<file path="src/hw/rtl/ovl_pkg.sv">
// Package for the ordered value list: sizes, command and status codes,
// and the structs passed between the top level and the cell chain.
// No dependencies.
package ovl_pkg;

  localparam int unsigned Depth    = 16;
  localparam int unsigned CountW   = $clog2(Depth + 1);
  localparam int unsigned ValueW   = 32;
  localparam int unsigned CmdW     = 2;
  localparam int unsigned StatusW  = 2;
  localparam int unsigned EntryCntW = 5;

  localparam logic [CmdW-1:0] CMD_APPEND = 2'd0;
  localparam logic [CmdW-1:0] CMD_SEARCH = 2'd1;
  localparam logic [CmdW-1:0] CMD_REMOVE = 2'd2;

  localparam logic [StatusW-1:0] STATUS_OK      = 2'd0;
  localparam logic [StatusW-1:0] STATUS_MISSING = 2'd1;
  localparam logic [StatusW-1:0] STATUS_FULL    = 2'd2;

  typedef enum logic {
    ST_IDLE,
    ST_EXEC
  } ovl_state_e;

  // Broadcast to every cell.
  typedef struct packed {
    logic              capture;  // latch compare result against probe
    logic [ValueW-1:0] probe;
    logic              append;   // execute phase of an append
    logic              remove;   // execute phase of a remove
    logic [ValueW-1:0] value;
  } cell_ctrl_t;

  // Handed from a cell to its right neighbor.
  typedef struct packed {
    logic occ;
    logic hit;   // some cell at or left of here matched
  } cell_fwd_t;

  // Handed from a cell to its left neighbor.
  typedef struct packed {
    logic              occ;
    logic [ValueW-1:0] entry;
  } cell_bwd_t;

endpackage

</file>
<file path="src/hw/rtl/ovl_cell.sv">
// One slot of the ordered value list: holds a value, its occupied flag
// and the latched compare result. Depends on ovl_pkg.
module ovl_cell
  import ovl_pkg::*;
(
  input  logic       clk_i,
  input  logic       rst_ni,
  input  cell_ctrl_t ctrl_i,
  input  cell_fwd_t  left_i,
  input  cell_bwd_t  right_i,
  output cell_fwd_t  right_o,
  output cell_bwd_t  left_o
);

  logic              occ_q, occ_d;
  logic              match_q, match_d;
  logic [ValueW-1:0] entry_q, entry_d;
  logic              shift;

  assign shift = ctrl_i.remove && (left_i.hit || match_q);

  always_comb begin
    occ_d   = occ_q;
    entry_d = entry_q;
    match_d = match_q;
    if (ctrl_i.capture) begin
      match_d = occ_q && (entry_q == ctrl_i.probe);
    end
    if (ctrl_i.append && !occ_q && left_i.occ) begin
      // first free slot takes the new tail value
      occ_d   = 1'b1;
      entry_d = ctrl_i.value;
    end else if (shift) begin
      // pull the neighbor down to close the gap
      occ_d   = right_i.occ;
      entry_d = right_i.entry;
    end
  end

  always_ff @(posedge clk_i or negedge rst_ni) begin
    if (!rst_ni) begin
      occ_q   <= 1'b0;
      match_q <= 1'b0;
    end else begin
      occ_q   <= occ_d;
      match_q <= match_d;
    end
  end

  always_ff @(posedge clk_i) begin
    entry_q <= entry_d;
  end

  assign right_o.occ  = occ_q;
  assign right_o.hit  = left_i.hit || match_q;
  assign left_o.occ   = occ_q;
  assign left_o.entry = entry_q;

endmodule

</file>
<file path="src/hw/rtl/ordered_value_list.sv">
// Top level of the ordered value list: command port, sequencer, count
// and the chain of ovl_cell slots. Depends on ovl_pkg and ovl_cell.
//
//   port group        direction  contents
//   start / busy      in / out   command transaction: command_i, value_i
//   done_o            out        result strobe: status_o, entry_count_o
//
// In the accept cycle every cell compares its value with value_i and
// latches the outcome; in the execute cycle (busy high) the first-match
// flag ripples along the chain, cells append or shift down one place,
// and the result is registered. done_o pulses the following cycle, when
// a new command may already be accepted. Reset clears the occupied flags
// and the count; stored values are not reset. The receiver cannot stall
// results, so none is ever held back.
module ordered_value_list
  import ovl_pkg::*;
(
  input  logic                 clk_i,
  input  logic                 rst_ni,
  input  logic                 start,
  output logic                 busy,
  input  logic [CmdW-1:0]      command_i,
  input  logic signed [ValueW-1:0] value_i,
  output logic                 done_o,
  output logic [StatusW-1:0]   status_o,
  output logic [EntryCntW-1:0] entry_count_o
);

  ovl_state_e state_q, state_d;

  logic [CmdW-1:0]    cmd_q;
  logic [ValueW-1:0]  value_q;
  logic [CountW-1:0]  count_q, count_d;
  logic               done_q, done_d;
  logic [StatusW-1:0] status_q, status_d;
  logic               accept;
  logic               found;
  logic               full;

  cell_ctrl_t ctrl;
  cell_fwd_t  fwd [Depth+1];
  cell_bwd_t  bwd [Depth+1];

  assign accept = start && (state_q == ST_IDLE);

  // Broadcast control: compare on accept, act during execute.
  assign ctrl.capture = accept;
  assign ctrl.probe   = value_i;
  assign ctrl.append  = (state_q == ST_EXEC) && (cmd_q == CMD_APPEND);
  assign ctrl.remove  = (state_q == ST_EXEC) && (cmd_q == CMD_REMOVE);
  assign ctrl.value   = value_q;

  // Chain ends: slot zero sees an occupied left neighbor, the last slot
  // pulls in an empty one.
  assign fwd[0].occ   = 1'b1;
  assign fwd[0].hit   = 1'b0;
  assign bwd[Depth].occ   = 1'b0;
  assign bwd[Depth].entry = '0;

  for (genvar i = 0; i < Depth; i++) begin : g_cell
    ovl_cell u_cell (
      .clk_i  (clk_i),
      .rst_ni (rst_ni),
      .ctrl_i (ctrl),
      .left_i (fwd[i]),
      .right_i(bwd[i+1]),
      .right_o(fwd[i+1]),
      .left_o (bwd[i])
    );
  end

  assign found = fwd[Depth].hit;
  assign full  = fwd[Depth].occ;

  // Sequencer: decide status and new count in the execute cycle.
  always_comb begin
    state_d  = state_q;
    count_d  = count_q;
    done_d   = 1'b0;
    status_d = status_q;
    unique case (state_q)
      ST_IDLE: begin
        if (start) begin
          state_d = ST_EXEC;
        end
      end
      ST_EXEC: begin
        state_d  = ST_IDLE;
        done_d   = 1'b1;
        status_d = STATUS_OK;
        case (cmd_q)
          CMD_APPEND: begin
            if (full) begin
              status_d = STATUS_FULL;
            end else begin
              count_d = count_q + CountW'(1);
            end
          end
          CMD_SEARCH: begin
            if (!found) begin
              status_d = STATUS_MISSING;
            end
          end
          CMD_REMOVE: begin
            if (found) begin
              count_d = count_q - CountW'(1);
            end else begin
              status_d = STATUS_MISSING;
            end
          end
          default: begin
            // unused code: no operation, report done
            status_d = STATUS_OK;
          end
        endcase
      end
      default: begin
        state_d = ST_IDLE;
      end
    endcase
  end

  always_ff @(posedge clk_i or negedge rst_ni) begin
    if (!rst_ni) begin
      state_q <= ST_IDLE;
      count_q <= '0;
      done_q  <= 1'b0;
    end else begin
      state_q <= state_d;
      count_q <= count_d;
      done_q  <= done_d;
    end
  end

  // Hold the command and result payloads; no reset needed.
  always_ff @(posedge clk_i) begin
    if (accept) begin
      cmd_q   <= command_i;
      value_q <= value_i;
    end
    status_q <= status_d;
  end

  assign busy          = (state_q == ST_EXEC);
  assign done_o        = done_q;
  assign status_o      = status_q;
  assign entry_count_o = EntryCntW'(count_q);

endmodule

</file>
<file path="config.mk">
export PLATFORM = sky130hd
export DESIGN_NAME = ordered_value_list
export DESIGN_NICKNAME = d
export VERILOG_FILES = /design/src/hw/rtl/ovl_pkg.sv /design/src/hw/rtl/ovl_cell.sv /design/src/hw/rtl/ordered_value_list.sv
export SDC_FILE = /design/constraint.sdc
export NUM_CORES = 1
export LEC_CHECK = 0
export BUFFER_PORTS_ARGS = -buffer_cell sky130_fd_sc_hd__buf_4
export CAP_MARGIN = 20
export CORE_MARGIN = 1
export CORE_UTILIZATION = 50
export DETAILED_ROUTE_END_ITERATION = 10
export HOLD_SLACK_MARGIN = 0.05
export PLACE_DENSITY = 0.67
export SYNTH_ARGS = -nofsm -noshare
export SYNTH_HDL_FRONTEND = slang
export SYNTH_SLANG_ARGS = --single-unit
</file>
<file path="constraint.sdc">
create_clock -name clk_i -period 7.6 [get_ports clk_i]
set_input_delay 1.14 -clock clk_i [delete_from_list [all_inputs] [get_ports clk_i]]
set_output_delay 1.14 -clock clk_i [all_outputs]
set_load 0.01 [all_outputs]
</file>
# Yosys cells after proc, flatten, opt, wreduce, memory -nomap -nowiden
# Index checks and enable logic that the tools add are counted.
# classes
addsub	2
n_eq_ne	20
mux	73
bitwise	1
n_reduce_logical	117
# ops
op	n
two-way mux 32 bit	32
== test 32 bit	16
logical AND 1 bit	66
two-way mux 1 bit	35
nonzero test 2 bit	17
logical NOT 1 bit	16
logical OR 1 bit	15
two-way mux 5 bit	2
case mux 5 bit (2 select lines)	1
adder 5 x 1 -> 5 bit, second input constant	1
subtractor 5 x 1 -> 5 bit, second input constant	1
!= test 2 bit, second input constant	2
case mux 2 bit (2 select lines)	1
AND reduction 4 bit	1
== test 2 x 1 -> 1 bit, second input constant	1
== test 2 bit, second input constant	1
logical NOT 2 bit	1
two-way mux 2 bit	1
case mux 1 bit (2 select lines)	1
OR reduction 2 bit	1
inverter 1 bit	1
# word_totals
ff_bits	587

# Longest topological paths before layout
# depth
depth_word	18
depth_mapped	10
ltp_nobuf	10

# Hierarchy
# Synthesis repeated with hierarchy kept, for this count alone.
# unflattened
cells_unflattened	2036
hier_area_um2	30641.9
# by_module_without_submodules
module	n_inst	cells_each	area_per_inst_um2	seq_area_each_um2
ovl_cell	16	122	1816.7	1011.0
ordered_value_list	1	84	1574.0	1256.2

# Least setup slack after synthesis
# No wires, ideal clock.
# synth_timing
path_type	reg2reg
start	register cmd_q[0]
end	register g_cell[3].u_cell.entry_q[0], enable pin
setup_ns	0.466
arrival_time_ns	3.222
required_time_ns	7.134
slack_ns	3.912
stages_incl_launch_ff	5
n_path_buf	0
synth_period_minus_slack_ns	3.688
path_cell_list	edfxtp_1 > inv_1 > ha_1 > nand2_1 > o21ai_0
# synth_via
elab_chain_len	5
elab_cells_between_ends	8
classes_between	eq/ne: 1; reduce/logical: 7
# synth_rtl
element	line_no	rtl
start, declared	ordered_value_list.sv:31	logic [CmdW-1:0] cmd_q;
start signal, assigned	ordered_value_list.sv:138	cmd_q <= command_i;
logical NOT 2 bit	ordered_value_list.sv:49	assign ctrl.append = (state_q == ST_EXEC) && (cmd_q == CMD_APPEND);
logical AND 1 bit	ordered_value_list.sv:49	
logical AND 1 bit (2 in a row)	ovl_cell.sv:29	if (ctrl_i.append && !occ_q && left_i.occ) begin
nonzero test 2 bit (no line) (*)	-	
end signal, assigned	ovl_cell.sv:51	entry_q <= entry_d;
end, declared	ovl_cell.sv:17	logic [ValueW-1:0] entry_q, entry_d;
# Every way passes the cells marked *; elsewhere a longest branch is shown, timed or not.
# A chain may end at the register's enable or synchronous reset.

# Worst setup path after layout
# layout_timing
start	register cmd_q[0]
end	register g_cell[15].u_cell.entry_q[12], enable pin
# layout_via
elab_chain_len	5
elab_cells_between_ends	8
classes_between	eq/ne: 1; reduce/logical: 7
# layout_rtl
element	line_no
logical NOT 2 bit	ordered_value_list.sv:49
logical AND 1 bit	ordered_value_list.sv:49
logical AND 1 bit (2 in a row)	ovl_cell.sv:29
nonzero test 2 bit (no line) (*)	-
end signal, assigned	ovl_cell.sv:51
end, declared	ovl_cell.sv:17
# Marked as above.

==> results.ini <==
[routing]
via_count=18300
routed_wirelength_mm=96.0
drt-wirelength-per-cell_um=32.9
vias_per_cell=6.26
drt_first_pass_iters=7
drc_errors=0
route.antenna.remaining_nets=0
first_iter_violations=2054

[global_routing]
grt_max_degree=48
grt_overflow=0
grtUsageTotal=0.316
antenna_found_initial=3
grt_pass1_vias=18600
grt_pass1_wl_mm=136

[power]
ir_worst_vdd_uv=178
p_comb_frac=0.088
power_frac_clock=0.416
pwr-share-seq=0.496
intPower_uw=5740
power.switching_uw=1920
leakagePower_uw=0.0130
p_per_area_mw_per_mm2=229
p_sw_frac=0.251

[synthesis]
syn_nets=2129
async_flop_share=0.0664
yosysUniqueCellTypes=41
yosysWarningCount=0
synth_area_leaders=edfxtp_1 54%, mux2_2 18%, xor2_1 11%
syn_avg_cell_area_um2=14.5
syn_area_mm2=0.0303
synth_cells=2085
synth-seq-cells=587
synthFlopType=edfxtp_1
yosysTopAreaCell=edfxtp_1
synth_top_area_frac=0.543
seq_area_frac_synth=0.575
synth_edf_count=548

[sta]
tns_ns=0
rsz0062_at_grt=false
drv_slew=0
setup-violations-final=0
max_freq_mhz=304
slew_headroom=0.155
fin_crit_ns=3.29
fin_worst_skew_ns=0.0217
fin_crit_sh=0.433
tightestPinTransition_ns=1.27
hold_viol_final=0

[clock_network]
clock-sinks=587
ctsRootBufferMaster=clkbuf_16
insertion_delay_ns=0.61
cts_inserted_buffers=68
clock_tree.htree_level_count=3
hold_buffers=0
cts_tree=yes
cts_buffer_depth=3
path_clk_slew_ns=0.06
ctsResizeCount=0
cts_setup_buffers=0

[die]
die_w_um=248
fp.dieArea_mm2=0.0616
initial_core_util=0.510
fp.coreArea_mm2=0.0595
num_io_pins=46
die_y_um=248
std_cell_rows=89

[layout]
num-nets-final=2134
final_core_util=0.563
area_delta_synth_final_pct=10.5
final_area_mm2=0.0335
layout-drive-gt1-share=0.312
num-fill-cells=4805

[setup_path]
path_class=flop to flop
rr_worst_depth=5
crit_arrival_ns=3.52
rrSetupSlack_ns=4.31
end_kind=flop
required_ns=7.84
critPathLaunchType=flop
timing.rr.start=cmd_q[0]
r2r_end=g_cell[15].u_cell.entry_q[12]
worst-path-max-fanout=34

[place]
place_area_mm2=0.0313
gp_congestion=0.873
io_buffers=45
hpwlAfterDp_mm=60.9

[worst_hold_path]
min_path_type=flop to flop
min_to=entry_count_o[4]
min_from=entry_count_o[4]
hold_path_depth=1

[job]
max-cap-violations=0

[status]
status=completed

-- layout make-up --
type	count	area (um2)	area share
antenna	1	2.50	0.0000747
clock buffer	95	1920	0.0572
clock inverter	27	210	0.00628
inverter	8	30.0	0.000897
multi-input combinational	1338	12200	0.364
sequential	587	17400	0.520
tap	773	967	0.0289
timing repair buffer	87	753	0.0225
-- cell usage in the layout (no fill, tap or decap), types with 3 or more instances in the layout --
cell / synthesis / layout
a21oi_1: 3 / 3
a22o_1: 16 / 16
and2_1: 35 / 35
buf_16: 0 / 4
buf_4: 0 / 81
clkbuf_1: 59 / 19
clkbuf_16: 0 / 71
clkbuf_8: 0 / 5
clkinv_1: 1 / 11
clkinv_2: 0 / 7
dfrtp_1: 39 / 39
edfxtp_1: 548 / 548
ha_1: 6 / 6
inv_1: 7 / 7
inv_6: 0 / 3
mux2_2: 480 / 480
mux2i_1: 10 / 10
nand2_1: 35 / 35
nand2b_1: 5 / 5
nand3_1: 11 / 11
nand3b_1: 14 / 14
nand4_1: 64 / 64
nor3_1: 16 / 16
nor4_1: 96 / 96
o21ai_0: 6 / 5
o31ai_1: 3 / 3
xnor2_1: 147 / 147
xor2_1: 369 / 369
-- metrics by stage --
step | setup slack [ns] | instances | hold slack, ns | power (uW)
finish | 4.31 | 2916 | 0.476 | 7660
global route | 4.07 | 2915 | 0.501 | 7850
CTS | 4.28 | 2913 | 0.471 | 7670
detailed placement | 4.16 | 2791 | 0.462 | 4520
global placement | 4.19 | 2787 | 0.458 | 4510
floorplan | 3.91 | 2085 | 0.467 | 4220
-- cells by family (layout without fill, tap and decap cells) --
group	Yosys count	after routing	synth area share
adder cells (fa/ha/maj)	7	7	0.00314
AO/OA/AOI/OAI	37	37	0.00904
XOR/XNOR	516	516	0.149
flip-flops	587	587	0.575
other	0	1	0
multiplexers	492	492	0.182
AND/OR/NAND/NOR	286	286	0.0575
buffers and inverters	160	217	0.0236
-- power by group through the flow --
| stage | combinational [uW] | sequential (uW) | clock [uW] |
|---|---|---|---|
| global route | 713 | 3810 | 3330 |
| detailed placement | 657 | 3870 | 0 |
| floorplan | 447 | 3770 | 0 |
| finish | 675 | 3800 | 3190 |
| CTS | 661 | 3800 | 3200 |
| global placement | 640 | 3870 | 0 |
-- sequential cells by signal, summed over array words and instances (netlist names) --
| register | count |
|---|---|
| g_cell.u_cell.match_q | 16 |
| value_q | 32 |
| entry_count_o | 5 |
| status_o | 2 |
| g_cell.u_cell.occ_q | 16 |
| cmd_q | 2 |
| g_cell.u_cell.entry_q | 512 |
| done_o | 1 |
| busy | 1 |
-- worst max-delay path: stages, from the launching register on --
cell	delay, ns
edfxtp_1	0.39
inv_1	0.09
ha_1	0.20
and2_1	0.66
and3b_1	0.97
o21bai_4	0.59
-- cells in the mapped netlist, types with 2 or more instances --
cell type / instances
mux2_1: 2
and2_1: 35
nor4_1: 96
inv_1: 7
a22o_1: 16
o21ai_0: 6
mux2i_1: 10
nand2b_1: 5
nand2_1: 35
buf_2: 92
clkbuf_1: 59
nor3_1: 16
xor2_1: 369
o21ai_1: 2
nand3b_1: 14
edfxtp_1: 548
and3b_1: 2
a21oi_1: 3
nand4_1: 64
nand3_1: 11
ha_1: 6
o31ai_1: 3
dfrtp_1: 39
xnor2_1: 147
nor4_4: 2
a21o_1: 2
mux2_2: 480
-- layer usage --
layer  up-vias  GRT usage  share of wire
met5         -          0              0
met1      9314      0.413           0.40
met3       260     0.0676          0.083
li1       7738          -              -
met2       945      0.505           0.47
met4         0      0.144          0.049
-- how the worst max path moves through the flow --
stage / start / to / slack (ns) / cells after the start
5_1_grt: cmd_q[0] / g_cell[15].u_cell.entry_q[12] / 4.07 / 5
4_1_cts: cmd_q[0] / g_cell[15].u_cell.entry_q[11] / 4.28 / 5
3_3_place_gp: start / g_cell[11].u_cell.match_q / 4.19 / 8
3_5_place_dp: start / g_cell[11].u_cell.match_q / 4.16 / 8
6_report: cmd_q[0] / g_cell[15].u_cell.entry_q[12] / 4.31 / 5
2_1_floorplan: cmd_q[0] / g_cell[3].u_cell.entry_q[0] / 3.91 / 4
(Power assumes the default switching activity.)
